$ cat config.mk
export PLATFORM = sky130hd
export DESIGN_NAME = hypercomplex_soft_threshold_flat
export DESIGN_NICKNAME = d
export VERILOG_FILES = /design/src/rtl/hst_pkg.sv /design/src/rtl/hst_channels.sv /design/src/rtl/hst_root_div.sv /design/src/rtl/hypercomplex_soft_threshold.sv /design/src/flat_wrapper.sv
export SDC_FILE = /design/constraint.sdc
export NUM_CORES = 2
export LEC_CHECK = 0
export BUFFER_PORTS_ARGS = -buffer_cell sky130_fd_sc_hd__buf_2
export CAP_MARGIN = 20
export CORE_AREA = 2 2 485 487
export DETAILED_ROUTE_END_ITERATION = 10
export DIE_AREA = 0 0 487 489
export PLACE_DENSITY = 0.59
export SLEW_MARGIN = 20
export SYNTH_ARGS = -nofsm -noshare
export SYNTH_HDL_FRONTEND = slang
export SYNTH_SLANG_ARGS = --single-unit
$ cat constraint.sdc
create_clock -name clock -period 16.9 [get_ports clock]
set_clock_uncertainty 0.05 [all_clocks]
set_input_delay 1.69 -clock clock [delete_from_list [all_inputs] [get_ports clock]]
set_output_delay 1.69 -clock clock [all_outputs]
set_load 0.03 [all_outputs]
$ cat src/rtl/hst_pkg.sv
// Shared types and constants for the hypercomplex soft-threshold block.
// Used by the channel interfaces, the root/divide unit and the top level.
// No dependencies.
package hst_pkg;

   localparam int COEF_W     = 32;
   localparam int LAMBDA_W   = 33;
   localparam int OP_W       = 2;
   localparam int DIMS_W     = 2;
   localparam int NUM_FIELDS = 4;
   localparam int PROD_W     = 64;
   localparam int SUM_W      = 65;
   localparam int NORM_W     = 33;
   localparam int RES_W      = 32;
   localparam int ROOT_STEPS = 32;
   localparam int STEP_W     = 5;
   localparam int REM_W      = 35;

   localparam logic [DIMS_W-1:0] ALG_DIMS_RESET = 2'd1;

   typedef enum logic [OP_W-1:0] {
      OP_SET       = 2'd0,
      OP_MEASURE   = 2'd1,
      OP_THRESHOLD = 2'd2
   } op_type;

   typedef enum logic {
      UNIT_ROOT,
      UNIT_DIV
   } unit_op_type;

   typedef struct packed {
      logic        go;
      unit_op_type op;
   } unit_cmd_type;

   typedef struct packed {
      logic busy;
      logic done;
   } unit_stat_type;

endpackage

$ cat src/rtl/hst_channels.sv
// Valid/ready channel interfaces: request, response and control register write.
// Depends on hst_pkg for field widths.
interface hst_req_if;
   logic                              valid;
   logic                              ready;
   logic [hst_pkg::OP_W-1:0]          opcode;
   logic signed [hst_pkg::COEF_W-1:0] coef_0;
   logic signed [hst_pkg::COEF_W-1:0] coef_1;
   logic signed [hst_pkg::COEF_W-1:0] coef_2;
   logic signed [hst_pkg::COEF_W-1:0] coef_3;
   logic [hst_pkg::LAMBDA_W-1:0]      lambda_value;

   modport source (output valid, opcode, coef_0, coef_1, coef_2, coef_3, lambda_value,
                   input ready);
   modport sink (input valid, opcode, coef_0, coef_1, coef_2, coef_3, lambda_value,
                 output ready);
endinterface

interface hst_rsp_if;
   logic                              valid;
   logic                              ready;
   logic signed [hst_pkg::COEF_W-1:0] out_coef_0;
   logic signed [hst_pkg::COEF_W-1:0] out_coef_1;
   logic signed [hst_pkg::COEF_W-1:0] out_coef_2;
   logic signed [hst_pkg::COEF_W-1:0] out_coef_3;
   logic [hst_pkg::LAMBDA_W-1:0]      lambda_now;

   modport source (output valid, out_coef_0, out_coef_1, out_coef_2, out_coef_3, lambda_now,
                   input ready);
   modport sink (input valid, out_coef_0, out_coef_1, out_coef_2, out_coef_3, lambda_now,
                 output ready);
endinterface

interface hst_csr_if;
   logic                           valid;
   logic                           ready;
   logic [hst_pkg::DIMS_W-1:0]     data;

   modport source (output valid, data, input ready);
   modport sink (input valid, data, output ready);
endinterface

$ cat src/rtl/hst_root_div.sv
// Iterative square root / divide unit, one result bit per cycle.
// One shared subtract-and-compare serves both operations. Depends on hst_pkg.
module hst_root_div (
   input  logic                         clock,
   input  logic                         reset,
   input  hst_pkg::unit_cmd_type        cmd,
   input  logic [hst_pkg::PROD_W-1:0]   radicand,
   input  logic [hst_pkg::RES_W-1:0]    dividend,
   input  logic [hst_pkg::NORM_W-1:0]   divisor,
   output hst_pkg::unit_stat_type       stat,
   output logic [hst_pkg::RES_W-1:0]    result
);

   localparam int RW = hst_pkg::REM_W;
   localparam int PW = hst_pkg::PROD_W;
   localparam int QW = hst_pkg::RES_W;
   localparam int SW = hst_pkg::STEP_W;

   logic                 busy_ff;
   logic                 done_ff;
   hst_pkg::unit_op_type op_ff;
   logic [SW-1:0]        step_ff;
   logic [RW-1:0]        rem_ff;
   logic [QW-1:0]        acc_ff;
   logic [PW-1:0]        src_ff;
   logic [hst_pkg::NORM_W-1:0] dvs_ff;

   logic [RW-1:0] opa;
   logic [RW-1:0] opb;
   logic [RW:0]   diff;
   logic          ge;
   logic [RW-1:0] rem_in;

   always_comb begin
      if (op_ff == hst_pkg::UNIT_ROOT) begin
         opa = {rem_ff[RW-3:0], src_ff[PW-1:PW-2]};
         opb = {1'b0, acc_ff, 2'b01};
      end else begin
         opa = {rem_ff[RW-2:0], 1'b0};
         opb = {2'b00, dvs_ff};
      end
      diff   = {1'b0, opa} - {1'b0, opb};
      ge     = ~diff[RW];
      rem_in = ge ? diff[RW-1:0] : opa;
   end

   always_ff @(posedge clock) begin
      if (reset) begin
         busy_ff <= 1'b0;
         done_ff <= 1'b0;
      end else begin
         done_ff <= 1'b0;
         if (cmd.go) begin
            busy_ff <= 1'b1;
            op_ff   <= cmd.op;
            step_ff <= '0;
            rem_ff  <= (cmd.op == hst_pkg::UNIT_ROOT) ? '0 : {3'b000, dividend};
            acc_ff  <= '0;
            src_ff  <= radicand;
            dvs_ff  <= divisor;
         end else if (busy_ff) begin
            rem_ff  <= rem_in;
            acc_ff  <= {acc_ff[QW-2:0], ge};
            src_ff  <= {src_ff[PW-3:0], 2'b00};
            step_ff <= step_ff + 1'b1;
            if (step_ff == SW'(hst_pkg::ROOT_STEPS - 1)) begin
               busy_ff <= 1'b0;
               done_ff <= 1'b1;
            end
         end
      end
   end

   assign stat.busy = busy_ff;
   assign stat.done = done_ff;
   assign result    = acc_ff;

endmodule

$ cat src/rtl/hypercomplex_soft_threshold.sv
// Soft threshold of 1, 2 or 4 coefficient hypercomplex scalars (Q16.16).
// Set, opcode 3 and measure while disarmed go straight to the response; armed measure and
// threshold form the square sum and its root; threshold above lambda adds a divide and a
// scaling pass on the shared root/divide unit; the root is skipped when the square sum reaches 2^64.
// One request at a time; next request taken the cycle after the result is registered.
// Synchronous active-high reset: lambda 0, search armed, alg_dims 1, output empty.
module hypercomplex_soft_threshold #(
   parameter int MAX_COEFS = 4
) (
   input  logic         clock,
   input  logic         reset,
   hst_csr_if.sink      csr_chan,
   hst_req_if.sink      req_chan,
   hst_rsp_if.source    rsp_chan
);

   localparam int CW  = (MAX_COEFS > 1) ? $clog2(MAX_COEFS) : 1;
   localparam int DW  = hst_pkg::COEF_W;
   localparam int LW  = hst_pkg::LAMBDA_W;
   localparam int PW  = hst_pkg::PROD_W;
   localparam int SMW = hst_pkg::SUM_W;
   localparam int NW  = hst_pkg::NORM_W;
   localparam int NF  = hst_pkg::NUM_FIELDS;

   typedef enum logic [2:0] {
      S_IDLE,
      S_MUL,
      S_DRAIN,
      S_ROOT_GO,
      S_ROOT,
      S_CMP,
      S_DIV,
      S_DONE
   } state_type;

   state_type                  state_ff;
   logic [hst_pkg::DIMS_W-1:0] alg_dims_ff;
   logic [LW-1:0]              lambda_ff;
   logic                       armed_ff;
   logic [hst_pkg::OP_W-1:0]   op_ff;
   logic                       scale_ff;
   logic [CW-1:0]              cnt_ff;
   logic [CW-1:0]              pidx_ff;
   logic                       pv_ff;
   logic [DW-1:0]              mag_ff [MAX_COEFS];
   logic                       neg_ff [MAX_COEFS];
   logic [DW-1:0]              q_ff   [MAX_COEFS];
   logic [PW-1:0]              prod_ff;
   logic [SMW-1:0]             sum_ff;
   logic [NW-1:0]              norm_ff;
   logic [NW-1:0]              f_ff;
   hst_pkg::unit_cmd_type      cmd_ff;
   logic                       rsp_valid_ff;
   logic [DW-1:0]              rsp_coef_ff [NF];
   logic [LW-1:0]              rsp_lambda_ff;

   logic [DW-1:0]              req_coef [NF];
   logic [DW-1:0]              q_ext    [NF];
   logic [CW-1:0]              last_idx;
   logic [NW-1:0]              mul_b;
   logic [PW:0]                prod_full;
   logic [PW-1:0]              prod_in;
   logic [SMW-1:0]             sum_in;
   logic [PW-1:0]              rnd;
   logic [DW-1:0]              q_mag;
   logic [DW-1:0]              q_in;
   logic [NW-1:0]              f_in;
   logic                       norm_gt;
   logic                       out_free;
   logic                       accept;
   hst_pkg::unit_stat_type     unit_stat;
   logic [hst_pkg::RES_W-1:0]  unit_result;

   assign req_coef[0] = req_chan.coef_0;
   assign req_coef[1] = req_chan.coef_1;
   assign req_coef[2] = req_chan.coef_2;
   assign req_coef[3] = req_chan.coef_3;

   for (genvar g = 0; g < NF; g++) begin : g_qext
      if (g < MAX_COEFS) begin : g_used
         assign q_ext[g] = q_ff[g];
      end else begin : g_unused
         assign q_ext[g] = '0;
      end
   end

   always_comb begin
      int ncount;
      unique case (alg_dims_ff)
         2'd0:    ncount = 1;
         2'd1:    ncount = 2;
         default: ncount = 4;
      endcase
      if (ncount > MAX_COEFS) begin
         ncount = MAX_COEFS;
      end
      last_idx = CW'(ncount - 1);
   end

   always_comb begin
      mul_b     = scale_ff ? f_ff : {1'b0, mag_ff[cnt_ff]};
      prod_full = (PW+1)'(mag_ff[cnt_ff]) * (PW+1)'(mul_b);
      prod_in   = prod_full[PW-1:0];
      sum_in    = sum_ff + {1'b0, prod_ff};
      rnd       = prod_ff + 64'h0000_0000_8000_0000;
      q_mag     = rnd[PW-1:DW];
      q_in      = neg_ff[pidx_ff] ? (DW'(0) - q_mag) : q_mag;
      f_in      = 33'h1_0000_0000 - {1'b0, unit_result};
      norm_gt   = norm_ff > lambda_ff;
      out_free  = ~rsp_valid_ff | rsp_chan.ready;
      accept    = req_chan.valid & req_chan.ready;
   end

   hst_root_div u_root_div (
      .clock    (clock),
      .reset    (reset),
      .cmd      (cmd_ff),
      .radicand (sum_ff[PW-1:0]),
      .dividend (lambda_ff[hst_pkg::RES_W-1:0]),
      .divisor  (norm_ff),
      .stat     (unit_stat),
      .result   (unit_result)
   );

   always_ff @(posedge clock) begin
      if (reset) begin
         state_ff     <= S_IDLE;
         alg_dims_ff  <= hst_pkg::ALG_DIMS_RESET;
         lambda_ff    <= '0;
         armed_ff     <= 1'b1;
         pv_ff        <= 1'b0;
         cmd_ff       <= '0;
         rsp_valid_ff <= 1'b0;
      end else begin
         cmd_ff.go <= 1'b0;
         if (csr_chan.valid) begin
            alg_dims_ff <= csr_chan.data;
         end
         if (rsp_chan.ready) begin
            rsp_valid_ff <= 1'b0;
         end
         if ((state_ff == S_MUL || state_ff == S_DRAIN) && pv_ff) begin
            if (scale_ff) begin
               q_ff[pidx_ff] <= q_in;
            end else begin
               sum_ff <= sum_in;
            end
         end

         unique case (state_ff)
            S_IDLE: begin
               if (accept) begin
                  op_ff    <= req_chan.opcode;
                  scale_ff <= 1'b0;
                  cnt_ff   <= '0;
                  pv_ff    <= 1'b0;
                  sum_ff   <= '0;
                  for (int i = 0; i < MAX_COEFS; i++) begin
                     neg_ff[i] <= req_coef[i][DW-1];
                     mag_ff[i] <= req_coef[i][DW-1] ? (DW'(0) - req_coef[i]) : req_coef[i];
                     q_ff[i]   <= '0;
                  end
                  case (req_chan.opcode)
                     hst_pkg::OP_SET: begin
                        lambda_ff <= req_chan.lambda_value;
                        armed_ff  <= (req_chan.lambda_value == '0);
                        state_ff  <= S_DONE;
                     end
                     hst_pkg::OP_MEASURE: begin
                        state_ff <= armed_ff ? S_MUL : S_DONE;
                     end
                     hst_pkg::OP_THRESHOLD: begin
                        state_ff <= S_MUL;
                     end
                     default: begin
                        state_ff <= S_DONE;
                     end
                  endcase
               end
            end
            S_MUL: begin
               prod_ff <= prod_in;
               pidx_ff <= cnt_ff;
               pv_ff   <= 1'b1;
               if (cnt_ff == last_idx) begin
                  state_ff <= S_DRAIN;
               end else begin
                  cnt_ff <= cnt_ff + 1'b1;
               end
            end
            S_DRAIN: begin
               pv_ff    <= 1'b0;
               state_ff <= scale_ff ? S_DONE : S_ROOT_GO;
            end
            S_ROOT_GO: begin
               if (sum_ff[SMW-1]) begin
                  norm_ff  <= 33'h1_0000_0000;
                  state_ff <= S_CMP;
               end else begin
                  cmd_ff.go <= 1'b1;
                  cmd_ff.op <= hst_pkg::UNIT_ROOT;
                  state_ff  <= S_ROOT;
               end
            end
            S_ROOT: begin
               if (unit_stat.done) begin
                  norm_ff  <= {1'b0, unit_result};
                  state_ff <= S_CMP;
               end
            end
            S_CMP: begin
               if (op_ff == hst_pkg::OP_MEASURE) begin
                  if (norm_gt) begin
                     lambda_ff <= norm_ff;
                  end
                  state_ff <= S_DONE;
               end else begin
                  armed_ff <= 1'b0;
                  if (norm_gt) begin
                     cmd_ff.go <= 1'b1;
                     cmd_ff.op <= hst_pkg::UNIT_DIV;
                     state_ff  <= S_DIV;
                  end else begin
                     state_ff <= S_DONE;
                  end
               end
            end
            S_DIV: begin
               if (unit_stat.done) begin
                  f_ff     <= f_in;
                  scale_ff <= 1'b1;
                  cnt_ff   <= '0;
                  pv_ff    <= 1'b0;
                  state_ff <= S_MUL;
               end
            end
            S_DONE: begin
               if (out_free) begin
                  for (int i = 0; i < NF; i++) begin
                     rsp_coef_ff[i] <= q_ext[i];
                  end
                  rsp_lambda_ff <= lambda_ff;
                  rsp_valid_ff  <= 1'b1;
                  state_ff      <= S_IDLE;
               end
            end
            default: begin
               state_ff <= S_IDLE;
            end
         endcase
      end
   end

   assign csr_chan.ready      = 1'b1;
   assign req_chan.ready      = (state_ff == S_IDLE);
   assign rsp_chan.valid      = rsp_valid_ff;
   assign rsp_chan.out_coef_0 = rsp_coef_ff[0];
   assign rsp_chan.out_coef_1 = rsp_coef_ff[1];
   assign rsp_chan.out_coef_2 = rsp_coef_ff[2];
   assign rsp_chan.out_coef_3 = rsp_coef_ff[3];
   assign rsp_chan.lambda_now = rsp_lambda_ff;

`ifndef SYNTHESIS
   a_lambda_src: assert property (@(posedge clock) disable iff (reset)
      (!$past(reset) && !$stable(lambda_ff)) |->
         ($past(state_ff) == S_IDLE || $past(state_ff) == S_CMP))
      else $error("lambda changed outside set or compare");

   a_unit_done: assert property (@(posedge clock) disable iff (reset)
      unit_stat.done |-> (state_ff == S_ROOT || state_ff == S_DIV))
      else $error("root/divide result with no waiting state");

   a_div_bound: assert property (@(posedge clock) disable iff (reset)
      (state_ff == S_DIV) |-> norm_gt)
      else $error("divide running with norm not above lambda");

   a_disarm: assert property (@(posedge clock) disable iff (reset)
      (state_ff == S_CMP && op_ff == hst_pkg::OP_THRESHOLD) |=> !armed_ff)
      else $error("threshold request left search armed");

   a_scale_factor: assert property (@(posedge clock) disable iff (reset)
      (state_ff == S_MUL && scale_ff) |-> (f_ff != '0))
      else $error("zero scale factor");
`endif

endmodule

$ cat src/flat_wrapper.sv
// flat-port wrapper written by rule: the top's interface ports become plain ports
module hypercomplex_soft_threshold_flat 
#(
   parameter int MAX_COEFS = 4
)
  (clock, reset, csr_chan_valid, csr_chan_data, csr_chan_ready, req_chan_valid, req_chan_opcode, req_chan_coef_0, req_chan_coef_1, req_chan_coef_2, req_chan_coef_3, req_chan_lambda_value, req_chan_ready, rsp_chan_valid, rsp_chan_out_coef_0, rsp_chan_out_coef_1, rsp_chan_out_coef_2, rsp_chan_out_coef_3, rsp_chan_lambda_now, rsp_chan_ready);
  hst_csr_if csr_chan_i ();
  hst_req_if req_chan_i ();
  hst_rsp_if rsp_chan_i ();
  input  logic clock;
  input  logic reset;
  input wire logic [$bits(csr_chan_i.valid)-1:0] csr_chan_valid;
  input wire logic [$bits(csr_chan_i.data)-1:0] csr_chan_data;
  output wire logic [$bits(csr_chan_i.ready)-1:0] csr_chan_ready;
  input wire logic [$bits(req_chan_i.valid)-1:0] req_chan_valid;
  input wire logic [$bits(req_chan_i.opcode)-1:0] req_chan_opcode;
  input wire logic [$bits(req_chan_i.coef_0)-1:0] req_chan_coef_0;
  input wire logic [$bits(req_chan_i.coef_1)-1:0] req_chan_coef_1;
  input wire logic [$bits(req_chan_i.coef_2)-1:0] req_chan_coef_2;
  input wire logic [$bits(req_chan_i.coef_3)-1:0] req_chan_coef_3;
  input wire logic [$bits(req_chan_i.lambda_value)-1:0] req_chan_lambda_value;
  output wire logic [$bits(req_chan_i.ready)-1:0] req_chan_ready;
  output wire logic [$bits(rsp_chan_i.valid)-1:0] rsp_chan_valid;
  output wire logic [$bits(rsp_chan_i.out_coef_0)-1:0] rsp_chan_out_coef_0;
  output wire logic [$bits(rsp_chan_i.out_coef_1)-1:0] rsp_chan_out_coef_1;
  output wire logic [$bits(rsp_chan_i.out_coef_2)-1:0] rsp_chan_out_coef_2;
  output wire logic [$bits(rsp_chan_i.out_coef_3)-1:0] rsp_chan_out_coef_3;
  output wire logic [$bits(rsp_chan_i.lambda_now)-1:0] rsp_chan_lambda_now;
  input wire logic [$bits(rsp_chan_i.ready)-1:0] rsp_chan_ready;
  assign csr_chan_i.valid = csr_chan_valid;
  assign csr_chan_i.data = csr_chan_data;
  assign csr_chan_ready = csr_chan_i.ready;
  assign req_chan_i.valid = req_chan_valid;
  assign req_chan_i.opcode = req_chan_opcode;
  assign req_chan_i.coef_0 = req_chan_coef_0;
  assign req_chan_i.coef_1 = req_chan_coef_1;
  assign req_chan_i.coef_2 = req_chan_coef_2;
  assign req_chan_i.coef_3 = req_chan_coef_3;
  assign req_chan_i.lambda_value = req_chan_lambda_value;
  assign req_chan_ready = req_chan_i.ready;
  assign rsp_chan_valid = rsp_chan_i.valid;
  assign rsp_chan_out_coef_0 = rsp_chan_i.out_coef_0;
  assign rsp_chan_out_coef_1 = rsp_chan_i.out_coef_1;
  assign rsp_chan_out_coef_2 = rsp_chan_i.out_coef_2;
  assign rsp_chan_out_coef_3 = rsp_chan_i.out_coef_3;
  assign rsp_chan_lambda_now = rsp_chan_i.lambda_now;
  assign rsp_chan_i.ready = rsp_chan_ready;
  hypercomplex_soft_threshold #(.MAX_COEFS(MAX_COEFS)) u_core (.clock(clock), .reset(reset), .csr_chan(csr_chan_i), .req_chan(req_chan_i), .rsp_chan(rsp_chan_i));
endmodule
==> flow_summary.ini <==
[hold_path]
hold_path_class = flip-flop to flip-flop

[run_status]
outcome = finished, final reports clean

[cts]
cts_tree = built
clkLatencyLatePin_ns = 0.79
max-clock-path-buffers = 3
cts-buffers-inserted = 93
clkSlewWorstSetupHoldPaths_ns = 0.07
cts-root-buf = clkbuf_16
cts_num_sinks = 841
post_cts_buffers = 0
h-tree-depth = 3
cts_repair_resize_count = 0
post_cts_hold_buffer_count = 0

[global_route]
number_of_antenna_violations_at_the_first_check_in_global_routing = 25
grt.overflow.total = 0
track_usage_pct = 22.02
first_global_vias = 60780
global_route_wire_length_before_repair_um = 393800
grt_start_max_net_pins = 83

[synth]
syn-num-nets = 9287
ys_types = 96
synth_enable_flop_cells = 696
synth-async-reset-ratio_pct = 0
mappedNetlistArea_sq_mm = 0.07635
yosysWarnings = 0
synth-seq-area-share_pct = 31.18
yosys.cell_count.top_type = nand2_1
post_synth_inst_count = 7793
cell_types_with_the_largest_area_share_after_synthesis = edfxtp_1 (27%), fa_1 (24%), ha_1 (6.5%)
postSynthRegisterBits = 841
synthDominantAreaCellType = edfxtp_1
yosys_most_used_dff = edfxtp_1
syn-mean-instance-area_sq_um = 9.797
synth_top_cell_area_share_pct = 27.37
list_of_most_frequent_post_synthesis_cells = nand2_1 (1134), inv_1 (1027), fa_1 (927), edfxtp_1 (696), nor2_1 (638)

[setup_path]
critical_path.max_fanout = 35
timing_worst_setup_path_type = flip-flop to flip-flop
crit_slowest_cell = a2111oi_1
critPathCaptureType = flip-flop
critPathArrivalTime_ns = 11.20
top_cell_family_by_delay_on_the_critical_path = adder cells
cp_slowest_stage_delay_ns = 0.91
worst_ep_required_time_ns = 17.36
critical_path.n_buffers_inverters = 5
path_common_cell = fa_1
setup.worst_path.start_class = flip-flop

[sta]
slew_violations = 0
worst_pin_slew_ns = 1.204
final_sum_of_negative_setup_slack_ns = 0
period_needed_ns = 10.74
finalHoldViolCount = 0
rsz_0062_raised_after_global_routing = false
finalWorstSetupSlack_ns = 6.161
finalSetupViolations = 0
layout_worst_path_cycle_share_pct = 63.55
fmax_mhz = 93.12
max_slew_margin_pct = 17.44

[finish]
layout.cells.non_filler = 11110
final_core_utilization_pct = 36.32
design.final.nets = 9455
area_growth_synth_to_finish_pct = 11.14
drive_gt1_share_pct = 10.76

[die]
die_x_um = 487
floorplan.die.height_um = 489
dieArea_sq_mm = 0.2381
fp-row-count = 178
floorplan.initialDensity_pct = 32.68
top_level_ports = 334
floorplan.core_area_sq_mm = 0.2336

[place]
dp.final_hpwl_um = 205100
routabilityCongestion = 0.9894
placement.setup.worst_slack_ns = 6.341
numPortBuffers = 332
placed_cells = 10930

[run]
max-cap-violations = 0

[detailed_routing]
wirelength_um = 264900
drt-initial-drc-count = 5127
remaining_drc_errors = 0
drt_first_pass_iters = 6
wl_per_cell_um = 23.83
drt-vias-per-instance = 5.320
routed-via-count = 59130
postRouteAntennaNets = 0
[worst paths after layout]
check	startpoint	to	slack, ns	depth (start not counted)
hold reg to reg	u_core.q_ff[3][15]	u_core.rsp_coef_ff[3][15]	0.34	0
setup / recovery	flip-flop	u_core.prod_ff[63]	6.16	27
hold / removal	u_core.q_ff[3][15]	u_core.rsp_coef_ff[3][15]	0.34	0
setup reg to reg	flip-flop	u_core.prod_ff[63]	6.16	27
[layout make-up]
cell class,instances,area (sq um)
antenna,18,45.04
fill,23250,148800
sequential,841,23810
tap,3060,3829
clock buffer,117,2497
multi-input combinational,5513,47320
inverter,1029,3871
clock inverter,53,671.9
timing repair buffer,483,2808
[through the flow]
stage	cell area (sq um)	hold WS, ns
after CTS	84790	0.3396
after global placement	81610	0.3515
final	84860	0.3403
after global routing	84830	0.3587
after floorplan	76350	0.3503
after detailed placement	81620	0.3545
[placed cells by master, fill, tap and decap left out, types with 93 or more instances in the layout]
cell and instances:
inv_1 1025, dfxtp_1 142, nand3_1 151, buf_4 150, a21oi_1 329, nand2_1 1132, o21ai_0 256, fa_1 927
ha_1 397, xnor2_1 263, clkbuf_16 93, nor2_1 630, mux2_2 128, edfxtp_1 696, buf_2 332
[state kept, by name, summed over array words and instances, names as in the netlist, 3 cells and up, named ones only]
name                        flops
u_core.mag_ff                 128
u_core.q_ff                   128
u_core.rsp_coef_ff            128
u_core.sum_ff                  65
u_core.prod_ff                 64
u_core.u_root_div.src_ff       64
u_core.u_root_div.rem_ff       34
u_core.f_ff                    33
u_core.lambda_ff               33
u_core.norm_ff                 33
u_core.rsp_chan.lambda_now     33
u_core.u_root_div.dvs_ff       33
u_core.u_root_div.result       32
u_core.u_root_div.step_ff       5
u_core.neg_ff                   4
u_core.state_ff                 3
[routing by layer]
| metal | global-route usage (%) | up-vias | wire length (um) |
|---|---|---|---|
| li1 | - | 26110 | - |
| met1 | 28.67 | 29760 | 109200 |
| met2 | 35.33 | 2658 | 119000 |
| met3 | 4.207 | 588 | 22320 |
| met4 | 10.27 | 16 | 14360 |
| met5 | 0 | - | 105 |
[logic make-up after synthesis]
logic type	count (synthesis)	synth area share, %
AO/OA/AOI/OAI	1161	9.492
XOR/XNOR	339	3.908
flip-flops	841	31.18
adder cells (fa/ha/maj)	1324	30.81
multiplexers	217	3.125
buffers and inverters	1439	7.152
AND/OR/NAND/NOR	2471	14.33
other	1	0.004912
Power is not shown: default switching activity piles up to over one toggle a cycle in this logic, so the estimate is an artifact.
